## src/hdl/range_kth_smallest_persistent_tree_core_macros.svh

```systemverilog
// Assertion macros shared by the range k-th smallest core.
// No dependencies; included by the modules that carry assertions.
`ifndef RANGE_KTH_SMALLEST_PERSISTENT_TREE_CORE_MACROS_SVH
`define RANGE_KTH_SMALLEST_PERSISTENT_TREE_CORE_MACROS_SVH
// Check a property on every rising clock edge outside reset.
`define RKS_ASSERT(lbl, prop, msg) \
    lbl: assert property (@(posedge aclk) disable iff (!aresetn) (prop)) else $error(msg);
// Check a property including during reset.
`define RKS_ASSERT_ALWAYS(lbl, prop, msg) \
    lbl: assert property (@(posedge aclk) (prop)) else $error(msg);
`endif

```

## src/hdl/rks_pkg.sv

```systemverilog
// Shared types and constants for the range k-th smallest core.
// No dependencies.
package rks_pkg;
    localparam int MAX_ITEMS  = 1024;
    localparam int VALUE_BITS = 16;
    localparam int NODE_POOL  = 17409;
    localparam int NODE_W     = 15;
    localparam int POS_W      = 11;
    localparam int CNT_W      = 11;
    localparam int LVL_W      = 5;
    localparam int BIT_W      = 4;
    localparam int ROOT_DEPTH = MAX_ITEMS + 1;
    localparam int ROOT_W     = 11;

    localparam logic [1:0] ST_OK   = 2'd0;
    localparam logic [1:0] ST_BAD  = 2'd1;
    localparam logic [1:0] ST_FULL = 2'd2;

    typedef enum logic [3:0] {
        S_IDLE, S_A_CHECK, S_A_ROOT, S_A_WR,
        S_Q_CHECK, S_Q_ROOT, S_Q_NODE, S_Q_CMP, S_OUT
    } state_t;

    typedef struct packed {
        logic root_rd;
        logic root_wr;
        logic rd_root;
        logic rd_left;
        logic rd_right;
        logic app_write;
        logic commit_append;
        logic q_step;
    } cmd_t;

    typedef struct packed {
        logic lvl_zero;
        logic lvl_one;
        logic go_left;
        logic full;
        logic bad;
    } sts_t;
endpackage

```

## src/hdl/rks_ctrl.sv

```systemverilog
// Controller state machine for the range k-th smallest core.
// Uses rks_pkg and the shared assertion macros.
`include "range_kth_smallest_persistent_tree_core_macros.svh"
module rks_ctrl (
    input  logic           aclk,
    input  logic           aresetn,
    input  logic           in_fire,
    input  logic           in_mode,
    input  rks_pkg::sts_t  sts,
    input  logic           out_free,
    output logic           busy,
    output logic           out_load,
    output logic           out_err,
    output rks_pkg::cmd_t  cmd
);
    rks_pkg::state_t state_reg, state_next;

    always_ff @(posedge aclk) begin
        if (!aresetn) begin
            state_reg <= rks_pkg::S_IDLE;
        end else begin
            state_reg <= state_next;
        end
    end

    always_comb begin
        state_next = state_reg;
        cmd        = '0;
        out_load   = 1'b0;
        out_err    = 1'b0;
        busy       = (state_reg != rks_pkg::S_IDLE);
        unique case (state_reg)
            rks_pkg::S_IDLE: begin
                if (in_fire) begin
                    state_next = in_mode ? rks_pkg::S_Q_CHECK : rks_pkg::S_A_CHECK;
                end
            end
            rks_pkg::S_A_CHECK: begin
                if (sts.full) begin
                    out_err    = 1'b1;
                    state_next = rks_pkg::S_OUT;
                end else begin
                    cmd.root_rd = 1'b1;
                    state_next  = rks_pkg::S_A_ROOT;
                end
            end
            rks_pkg::S_A_ROOT: begin
                cmd.rd_root = 1'b1;
                cmd.root_wr = 1'b1;
                state_next  = rks_pkg::S_A_WR;
            end
            rks_pkg::S_A_WR: begin
                cmd.app_write = 1'b1;
                if (sts.lvl_zero) begin
                    cmd.commit_append = 1'b1;
                    state_next        = rks_pkg::S_OUT;
                end
            end
            rks_pkg::S_Q_CHECK: begin
                if (sts.bad) begin
                    out_err    = 1'b1;
                    state_next = rks_pkg::S_OUT;
                end else begin
                    cmd.root_rd = 1'b1;
                    state_next  = rks_pkg::S_Q_ROOT;
                end
            end
            rks_pkg::S_Q_ROOT: begin
                cmd.rd_root = 1'b1;
                state_next  = rks_pkg::S_Q_NODE;
            end
            rks_pkg::S_Q_NODE: begin
                cmd.rd_left = 1'b1;
                state_next  = rks_pkg::S_Q_CMP;
            end
            rks_pkg::S_Q_CMP: begin
                cmd.q_step = 1'b1;
                if (sts.lvl_one) begin
                    state_next = rks_pkg::S_OUT;
                end else if (sts.go_left) begin
                    cmd.rd_left = 1'b1;
                end else begin
                    cmd.rd_right = 1'b1;
                    state_next   = rks_pkg::S_Q_NODE;
                end
            end
            rks_pkg::S_OUT: begin
                if (out_free) begin
                    out_load   = 1'b1;
                    state_next = rks_pkg::S_IDLE;
                end
            end
            default: state_next = rks_pkg::S_IDLE;
        endcase
    end

    `RKS_ASSERT(a_accept_idle, in_fire |-> state_reg == rks_pkg::S_IDLE, "accept while busy")
    `RKS_ASSERT(a_load_from_out, out_load |-> state_reg == rks_pkg::S_OUT, "load outside output")
    `RKS_ASSERT(a_write_app, cmd.app_write |-> !cmd.q_step, "append and query overlap")
endmodule

```

## config.mk

```make
export PLATFORM = sky130hd
export DESIGN_NAME = rks_ctrl
export DESIGN_NICKNAME = d
export VERILOG_FILES = /design/src/hdl/rks_pkg.sv /design/src/hdl/rks_ctrl.sv
export VERILOG_INCLUDE_DIRS = /design/src /design/src/hdl
export SDC_FILE = /design/constraint.sdc
export NUM_CORES = 1
export LEC_CHECK = 0
export BUFFER_PORTS_ARGS = -buffer_cell sky130_fd_sc_hd__buf_2
export CAP_MARGIN = 25
export CELL_PAD_IN_SITES_DETAIL_PLACEMENT = 0
export CELL_PAD_IN_SITES_GLOBAL_PLACEMENT = 1
export CORE_UTILIZATION = 29
export CTS_CLUSTER_DIAMETER = 100
export CTS_CLUSTER_SIZE = 40
export DETAILED_ROUTE_END_ITERATION = 10
export GPL_ROUTABILITY_DRIVEN = 0
export PLACE_DENSITY_LB_ADDON = 0.08
export SLEW_MARGIN = 20
export SYNTH_ARGS = -nofsm -noshare
export SYNTH_HDL_FRONTEND = slang
export SYNTH_SLANG_ARGS = --single-unit
```

## constraint.sdc

```tcl
create_clock -name aclk -period 1.45 [get_ports aclk]
set_input_delay 0.29 -clock aclk [delete_from_list [all_inputs] [get_ports aclk]]
set_output_delay 0.29 -clock aclk [all_outputs]
set_load 0.01 [all_outputs]
```

# Word level (Yosys, flattened, before mapping)
# Cells that the tools add are included.
[word_totals]
regBits = 4
inputBits = 10
output_inout_bits = 11
elab_cells = 44
[op_classes]
n_eq_ne = 12
n_mux = 27
reduce_logical = 4
[op_table]
columns = ["op", "count"]
rows = [
  ["$pmux 4 s9", 1],
  ["$mux 4", 7],
  ["$eq 4x3->1 const B", 4],
  ["$mux 1", 13],
  ["$eq 4x2->1 const B", 2],
  ["$ne 2x2->1 const B", 3],
  ["$pmux 1 s2", 3],
  ["$eq 4x1->1 const B", 1],
  ["$eq 4x4->1 const B", 1],
  ["$logic_not 4->1", 1],
  ["$mux 2", 2],
  ["$reduce_and 4->1", 1],
  ["$reduce_bool 4->1", 1],
  ["$mux 3", 1],
  ["$ne 3x3->1 const B", 1],
  ["$reduce_or 2->1", 1],
]

# Longest topological paths before layout
# Gate-level depths: netlist of run 1.
[depth]
word_depth = 3
mapped_depth = 5

# Least setup slack after synthesis of run 1
# Ideal clock, no wire load.
[synth_path]
kind = "reg2out"
startpoint = "register state_reg[3]"
endpoint = "output port cmd[3] (netlist bit)"
arrival_ns = 0.981
required_ns = 1.160
setup_slack_ns = 0.179
path_stages_with_launch = 4
cell_sequence = "dfxtp_1 > buf_6 > nand4b_2 > nor3_1"
[synth_rtl]
columns = ["item", "line", "rtl"]
rows = [
  ["from (decl)", "rks_ctrl.sv:16", "rks_pkg::state_t state_reg, state_next;"],
  ["from (signal assigned)", "rks_ctrl.sv:20", "state_reg <= rks_pkg::S_IDLE;"],
  ["from (signal assigned)", "rks_ctrl.sv:22", "state_reg <= state_next;"],
  ["to (decl)", "rks_ctrl.sv:14", "output rks_pkg::cmd_t cmd"],
]

# Worst setup path after layout of run 1
[layout_path]
startpoint = "register state_reg[0]"
endpoint = "output port out_err"
[layout_via]
elab_chain_len = 2
[layout_rtl]
columns = ["item", "line", "rtl"]
rows = [
  ["$eq 4x3->1 or $eq 4x1->1 (tied branches)", "rks_ctrl.sv:32", "unique case (state_reg)"],
  ["$pmux 1 s2 (*)", "rks_ctrl.sv:32", ""],
  ["to (decl)", "rks_ctrl.sv:13", "output logic out_err,"],
]
# Every way passes the cells marked *; elsewhere a longest branch is shown, timed or not.

==> results.sh, run 1 <==
export IMPL_status="complete, but fails checks"
export IMPL_violations="negative setup slack"
export IMPL_clk_pin_slew_ps=40
export IMPL_seq_area_frac_synth=0.1707
export IMPL_core_area_um2=1506
export IMPL_hold_viol_final=0
export IMPL_cts_root_buf="clkbuf_4"
export IMPL_drv_cap=0
export IMPL_grt_start_max_net_pins=9
export IMPL_fmax_mhz=652.2
export IMPL_slowest_delay_ps=370
export IMPL_cp_arrival_ps=1240
export IMPL_clock_latency_ps=240
export IMPL_regArea_um2=91.34
export IMPL_crit_chain="buf_6 > nand3b_1 > a21boi_2 > buf_2"
export IMPL_grtUsageTotal=0.1543
export IMPL_synth_cell_types=30
export IMPL_criticalPathCategory="flop to output port"
export IMPL_setup_tns_ps=-147.5
export IMPL_holdBufCountCts=0
export IMPL_cts_sinks=4
export IMPL_fin_ws_ps=-83.38
export IMPL_maxSlewHeadroom=0.7878
export IMPL_grt_pass1_wl_um=2111
export IMPL_worstMarginPinSlew_ps=315.5
export IMPL_wl_per_cell_um=12.59
export IMPL_setup_viol=6
export IMPL_drt_first_pass_iters=4
export IMPL_vias=568
export IMPL_finalNetCount=104
export IMPL_synth_cells=61
export IMPL_startpoint_type="flop"
export IMPL_irDropWorstVdd_uv=465.2
export IMPL_syn_num_nets=71
export IMPL_dp_hpwl_um=1008
export IMPL_overflow=0
export IMPL_layout_drive_gt1_share=0.5761
export IMPL_wl_um=1360
export IMPL_largest_register_ffs=4
export IMPL_die_width_um=42.23
export IMPL_slew_violations=0
export IMPL_fillers=155
export IMPL_mostFrequentLayoutCell="buf_2"
export IMPL_numPortBuffers=20
export IMPL_layout_min_cycle_time_ps=1533
export IMPL_start_util=0.3115
export IMPL_worstPathRequired_ps=1160
export IMPL_io_pins=21
export IMPL_syn_area_um2=469.2
export IMPL_holdPathStages=2
export IMPL_grt_pass1_vias=488
export IMPL_clockBufferDepth=2
export IMPL_drcViolationCount=0
export IMPL_fp_dieH_um=42.23
export IMPL_area_growth_pct=56.80
export IMPL_vias_per_cell=5.259
export IMPL_crit_slowest_cell="dfxtp_4"
export IMPL_ys_warn_count=0
export IMPL_cts_made_buffers=3
export IMPL_multi_input_area_um2=389.1
export IMPL_h_tree_depth=1
export IMPL_crit_path_end_kind="output port"
export IMPL_worstHoldPathType="input pin to flop"
export IMPL_skew_ps=8.201
export IMPL_ant_nets=0
export IMPL_cp_max_fo=5
export IMPL_powerDensity_nw_per_um2=1046
export IMPL_num_antenna_cells=0
export IMPL_final_core_util=0.4884
export IMPL_period_share=1.058
export IMPL_synth_seq_cells=4
export IMPL_antenna_found_initial=0
export IMPL_rsz0062_at_grt="true"
export IMPL_syn_mean_instance_area_um2=7.692
export IMPL_cts_tree="yes"
export IMPL_reg2regPathDepth=5
export IMPL_p_leak_nw=0.3759
export IMPL_rows=14
export IMPL_dr_first_iter_drc_count=12
export IMPL_die_area_um2=1783
export IMPL_final_cell_mix="20 x buf_2, 8 x buf_4, 7 x nor3_1"
metrics by stage:
stage / hold WS [ps] / std cells / power [mW] / instance area, um2 / setup slack, ps
finish: 316.6 / 108 / 0.7693 / 735.7 / -83.38
global route: 326.1 / 108 / 0.8200 / 735.7 / -109.7
CTS: 314.3 / 107 / 0.7359 / 708.2 / -64.36
detailed placement: 570.3 / 101 / 0.5194 / 611.8 / 73.16
global placement: 569.0 / 101 / 0.5237 / 611.8 / 48.81
floorplan: 407.7 / 61 / 0.4080 / 469.2 / 178.6
Yosys cell counts (all sizes together):
| cell type | count | area (um2) |
|---|---|---|
| a21oi | 3 | 15.01 |
| inv | 2 | 7.500 |
| buf | 4 | 37.53 |
| o21a | 3 | 22.52 |
| and3b | 1 | 8.760 |
| o41ai | 1 | 16.27 |
| a21boi | 1 | 7.510 |
| o211a | 1 | 10.01 |
| nor3 | 9 | 50.05 |
| nand2b | 3 | 23.78 |
| o21ai | 1 | 5.000 |
| o32ai | 1 | 27.53 |
| nand3 | 1 | 5.000 |
| nor2 | 9 | 33.78 |
| nor3b | 2 | 20.02 |
| nand3b | 2 | 15.01 |
| o31a | 1 | 8.760 |
| nor2b | 2 | 12.51 |
| nand4b | 1 | 15.01 |
| nor4 | 1 | 6.260 |
| and3 | 2 | 12.51 |
| and2 | 1 | 6.260 |
| dfxtp | 4 | 80.08 |
| nand2 | 4 | 15.01 |
| a211oi | 1 | 7.510 |
path summary, 6_finish.rpt:
| kind | start | to | slack (ps) |
|---|---|---|---|
| min reg2reg | state_reg[2] | state_reg[2] | 670 |
| min | aresetn | state_reg[0] | 320 |
| max | state_reg[0] | out_err | -80 |
| max reg2reg | state_reg[0] | state_reg[2] | 70 |
metal layers:
layer | up-vias | track usage | share of wire
li1 | 285 | - | -
met1 | 260 | 0.2021 | 0.46
met2 | 21 | 0.2523 | 0.49
met3 | 2 | 0.01293 | 0.040
met4 | 0 | 0.07500 | 0.012
met5 | - | 0 | 0
final cells by class:
class	count	share of cell area
multi-input cells	51	0.5289
flip-flops and latches	4	0.1241
repair buffers	32	0.2789
clock buffers	3	0.03061
inverters	2	0.01020
well taps	16	0.02721
critical path, delay by kind of cell, from the launching register on:
kind / cells / cell delay (ps)
and+or+nand+nor: 1 / 170
AOI/OAI and AO/OA: 1 / 190
buffers and inverters: 2 / 270
DFF: 1 / 370
repair_timing:
action                                  4_1_cts  5_1_grt
pin swaps                                     1        1
gates resized for setup                      16        5
endpoints found under the setup margin       11       10
buffers inserted                              3        1
logic make-up after synthesis:
family	count (synthesis)	share of synthesized area
simple gates	38	0.4773
buf+inv	6	0.09597
compound gates	13	0.2560
flops	4	0.1707
report_power, final:
part           total (mW)  switching [mW]  internal (mW)
Clock               0.147          0.0536         0.0931
Combinational       0.439           0.212          0.228
Sequential          0.183          0.0467          0.137
Total               0.769           0.312          0.457
Power figures use the tool's default switching activity.
==> run 2: changes to the inputs <==
--- a/config.mk
+++ b/config.mk
@@ -11,6 +11,7 @@
 export CELL_PAD_IN_SITES_DETAIL_PLACEMENT = 0
 export CELL_PAD_IN_SITES_GLOBAL_PLACEMENT = 1
 export CORE_UTILIZATION = 29
+export CTS_BUF_LIST = sky130_fd_sc_hd__clkbuf_2
 export CTS_CLUSTER_DIAMETER = 100
 export CTS_CLUSTER_SIZE = 40
 export DETAILED_ROUTE_END_ITERATION = 10
==> results.sh, run 2 (same netlist as run 1, synthesis figures left out) <==
export IMPL_wl_per_cell_um=12.55
export IMPL_powerDensity_nw_per_um2=985.4
export IMPL_fillers=158
export IMPL_final_cell_mix="20 x buf_2, 9 x buf_4, 6 x nor2_1, 6 x nor3_1"
export IMPL_antenna_found_initial=0
export IMPL_vias=564
export IMPL_h_tree_depth=1
export IMPL_area_growth_pct=59.20
export IMPL_die_width_um=42.23
export IMPL_clockBufferDepth=2
export IMPL_place_area_um2=611.8
export IMPL_holdBufCountCts=0
export IMPL_period_share=1.044
export IMPL_worstPathRequired_ps=1160
export IMPL_layout_drive_gt1_share=0.5806
export IMPL_rows=14
export IMPL_p_leak_nw=0.3912
export IMPL_slew_violations=0
export IMPL_cp_arrival_ps=1220
export IMPL_criticalPathCategory="flop to output port"
export IMPL_overflow=0
export IMPL_clock_latency_ps=210
export IMPL_die_area_um2=1783
export IMPL_cts_sinks=4
export IMPL_drcViolationCount=0
export IMPL_cp_max_fo=5
export IMPL_irDropWorstVdd_uv=492.6
export IMPL_rr_startpoint="state_reg[0]"
export IMPL_fp_dieH_um=42.23
export IMPL_power_mw=0.7360
export IMPL_mostFrequentLayoutCell="buf_2"
export IMPL_cts_root_buf="clkbuf_2"
export IMPL_wl_um=1368
export IMPL_fin_ws_ps=-64.41
export IMPL_setup_worst_path_start="state_reg[0]"
export IMPL_finalNetCount=105
export IMPL_maxSlewHeadroom=0.7889
export IMPL_cts_tree="yes"
export IMPL_dp_hpwl_um=1008
export IMPL_setup_viol=2
export IMPL_regArea_um2=91.34
export IMPL_numPortBuffers=20
export IMPL_clk_pin_slew_ps=60
export IMPL_worstMarginPinSlew_ps=313.7
export IMPL_min_from="aresetn"
export IMPL_io_pins=21
export IMPL_holdPathStages=2
export IMPL_core_area_um2=1506
export IMPL_worstHoldPathType="input pin to flop"
export IMPL_vias_per_cell=5.174
export IMPL_hold_viol_final=0
export IMPL_violations="negative setup slack"
export IMPL_crit_path_end_kind="output port"
export IMPL_status="complete, but fails checks"
export IMPL_multi_input_area_um2=400.4
export IMPL_start_util=0.3115
export IMPL_grtUsageTotal=0.1597
export IMPL_drv_cap=0
export IMPL_finalInstanceArea_um2=747.0
export IMPL_rsz0062_at_grt="true"
export IMPL_startpoint_type="flop"
export IMPL_ant_nets=0
export IMPL_dr_first_iter_drc_count=3
export IMPL_grt_pass1_vias=493
export IMPL_fmax_mhz=660.3
export IMPL_grt_pass1_wl_um=2187
export IMPL_reg2regPathDepth=5
export IMPL_num_antenna_cells=0
export IMPL_grt_start_max_net_pins=9
export IMPL_cts_made_buffers=3
export IMPL_drt_first_pass_iters=4
export IMPL_largest_register_ffs=4
export IMPL_skew_ps=9.788
export IMPL_layout_min_cycle_time_ps=1514
[run 2: cell count changes in the layout (fill, tap and decap cells not counted)]
cell,change
clkbuf_2,+3
clkbuf_4,-3
buf_4,+1
nand2_1,+1
nand2_2,-1
nand4b_2,-1
nand4b_4,+1
nor3_1,-1
nor3_2,+1
[run 2: timing repair]
action | in CTS | in global routing
setup buffers | 4 | 1
pin swaps | 2 | 2
endpoints found under the setup margin | 9 | 8
resized for setup | 20 | 2
[run 2: path summary, 6_finish.rpt]
kind | slack, ps | end
worst min-delay path | 350 | state_reg[0]
worst max-delay path | -60 | out_err
worst min register to register | 690 | state_reg[2]
worst max register to register | 60 | state_reg[2]
[run 2: cell type report]
type | instances | area share
multi-input combinational | 51 | 0.5360
tap | 16 | 0.02680
sequential | 4 | 0.1223
inverter | 2 | 0.01005
timing repair buffer | 33 | 0.2848
clock buffer | 3 | 0.02010
[run 2: layer usage]
layer,GRT usage,vias up,share of wire
met5,0,-,0
met4,0.07500,0,0
met3,0.01293,0,0.031
met2,0.2615,15,0.52
met1,0.2105,260,0.44
li1,-,289,-
[run 2: critical path: stages (launching register included)]
cell	delay, ps
dfxtp_4	370
buf_6	120
nand3b_1	170
a21boi_2	190
buf_2	150
[run 2: power breakdown]
group | total [mW] | internal, mW | switching [mW]
clock network | 0.106 | 0.0558 | 0.0500
logic | 0.446 | 0.229 | 0.217
registers | 0.185 | 0.136 | 0.0484
[run 2: per-stage QoR]
stage | TNS [ps] | cells | hold WS (ps) | setup slack (ps) | utilization
2_1_floorplan | 0 | 61 | 407.7 | 178.6 | -
3_3_place_gp | 0 | 101 | 569.0 | 48.81 | 0.4061
3_5_place_dp | 0 | 101 | 570.3 | 73.16 | 0.4061
4_1_cts | -76.31 | 108 | 333.6 | -45.29 | 0.4867
5_1_grt | -425.7 | 109 | 347.1 | -94.18 | 0.4958
6_report | -83.34 | 109 | 347.8 | -64.41 | 0.4958
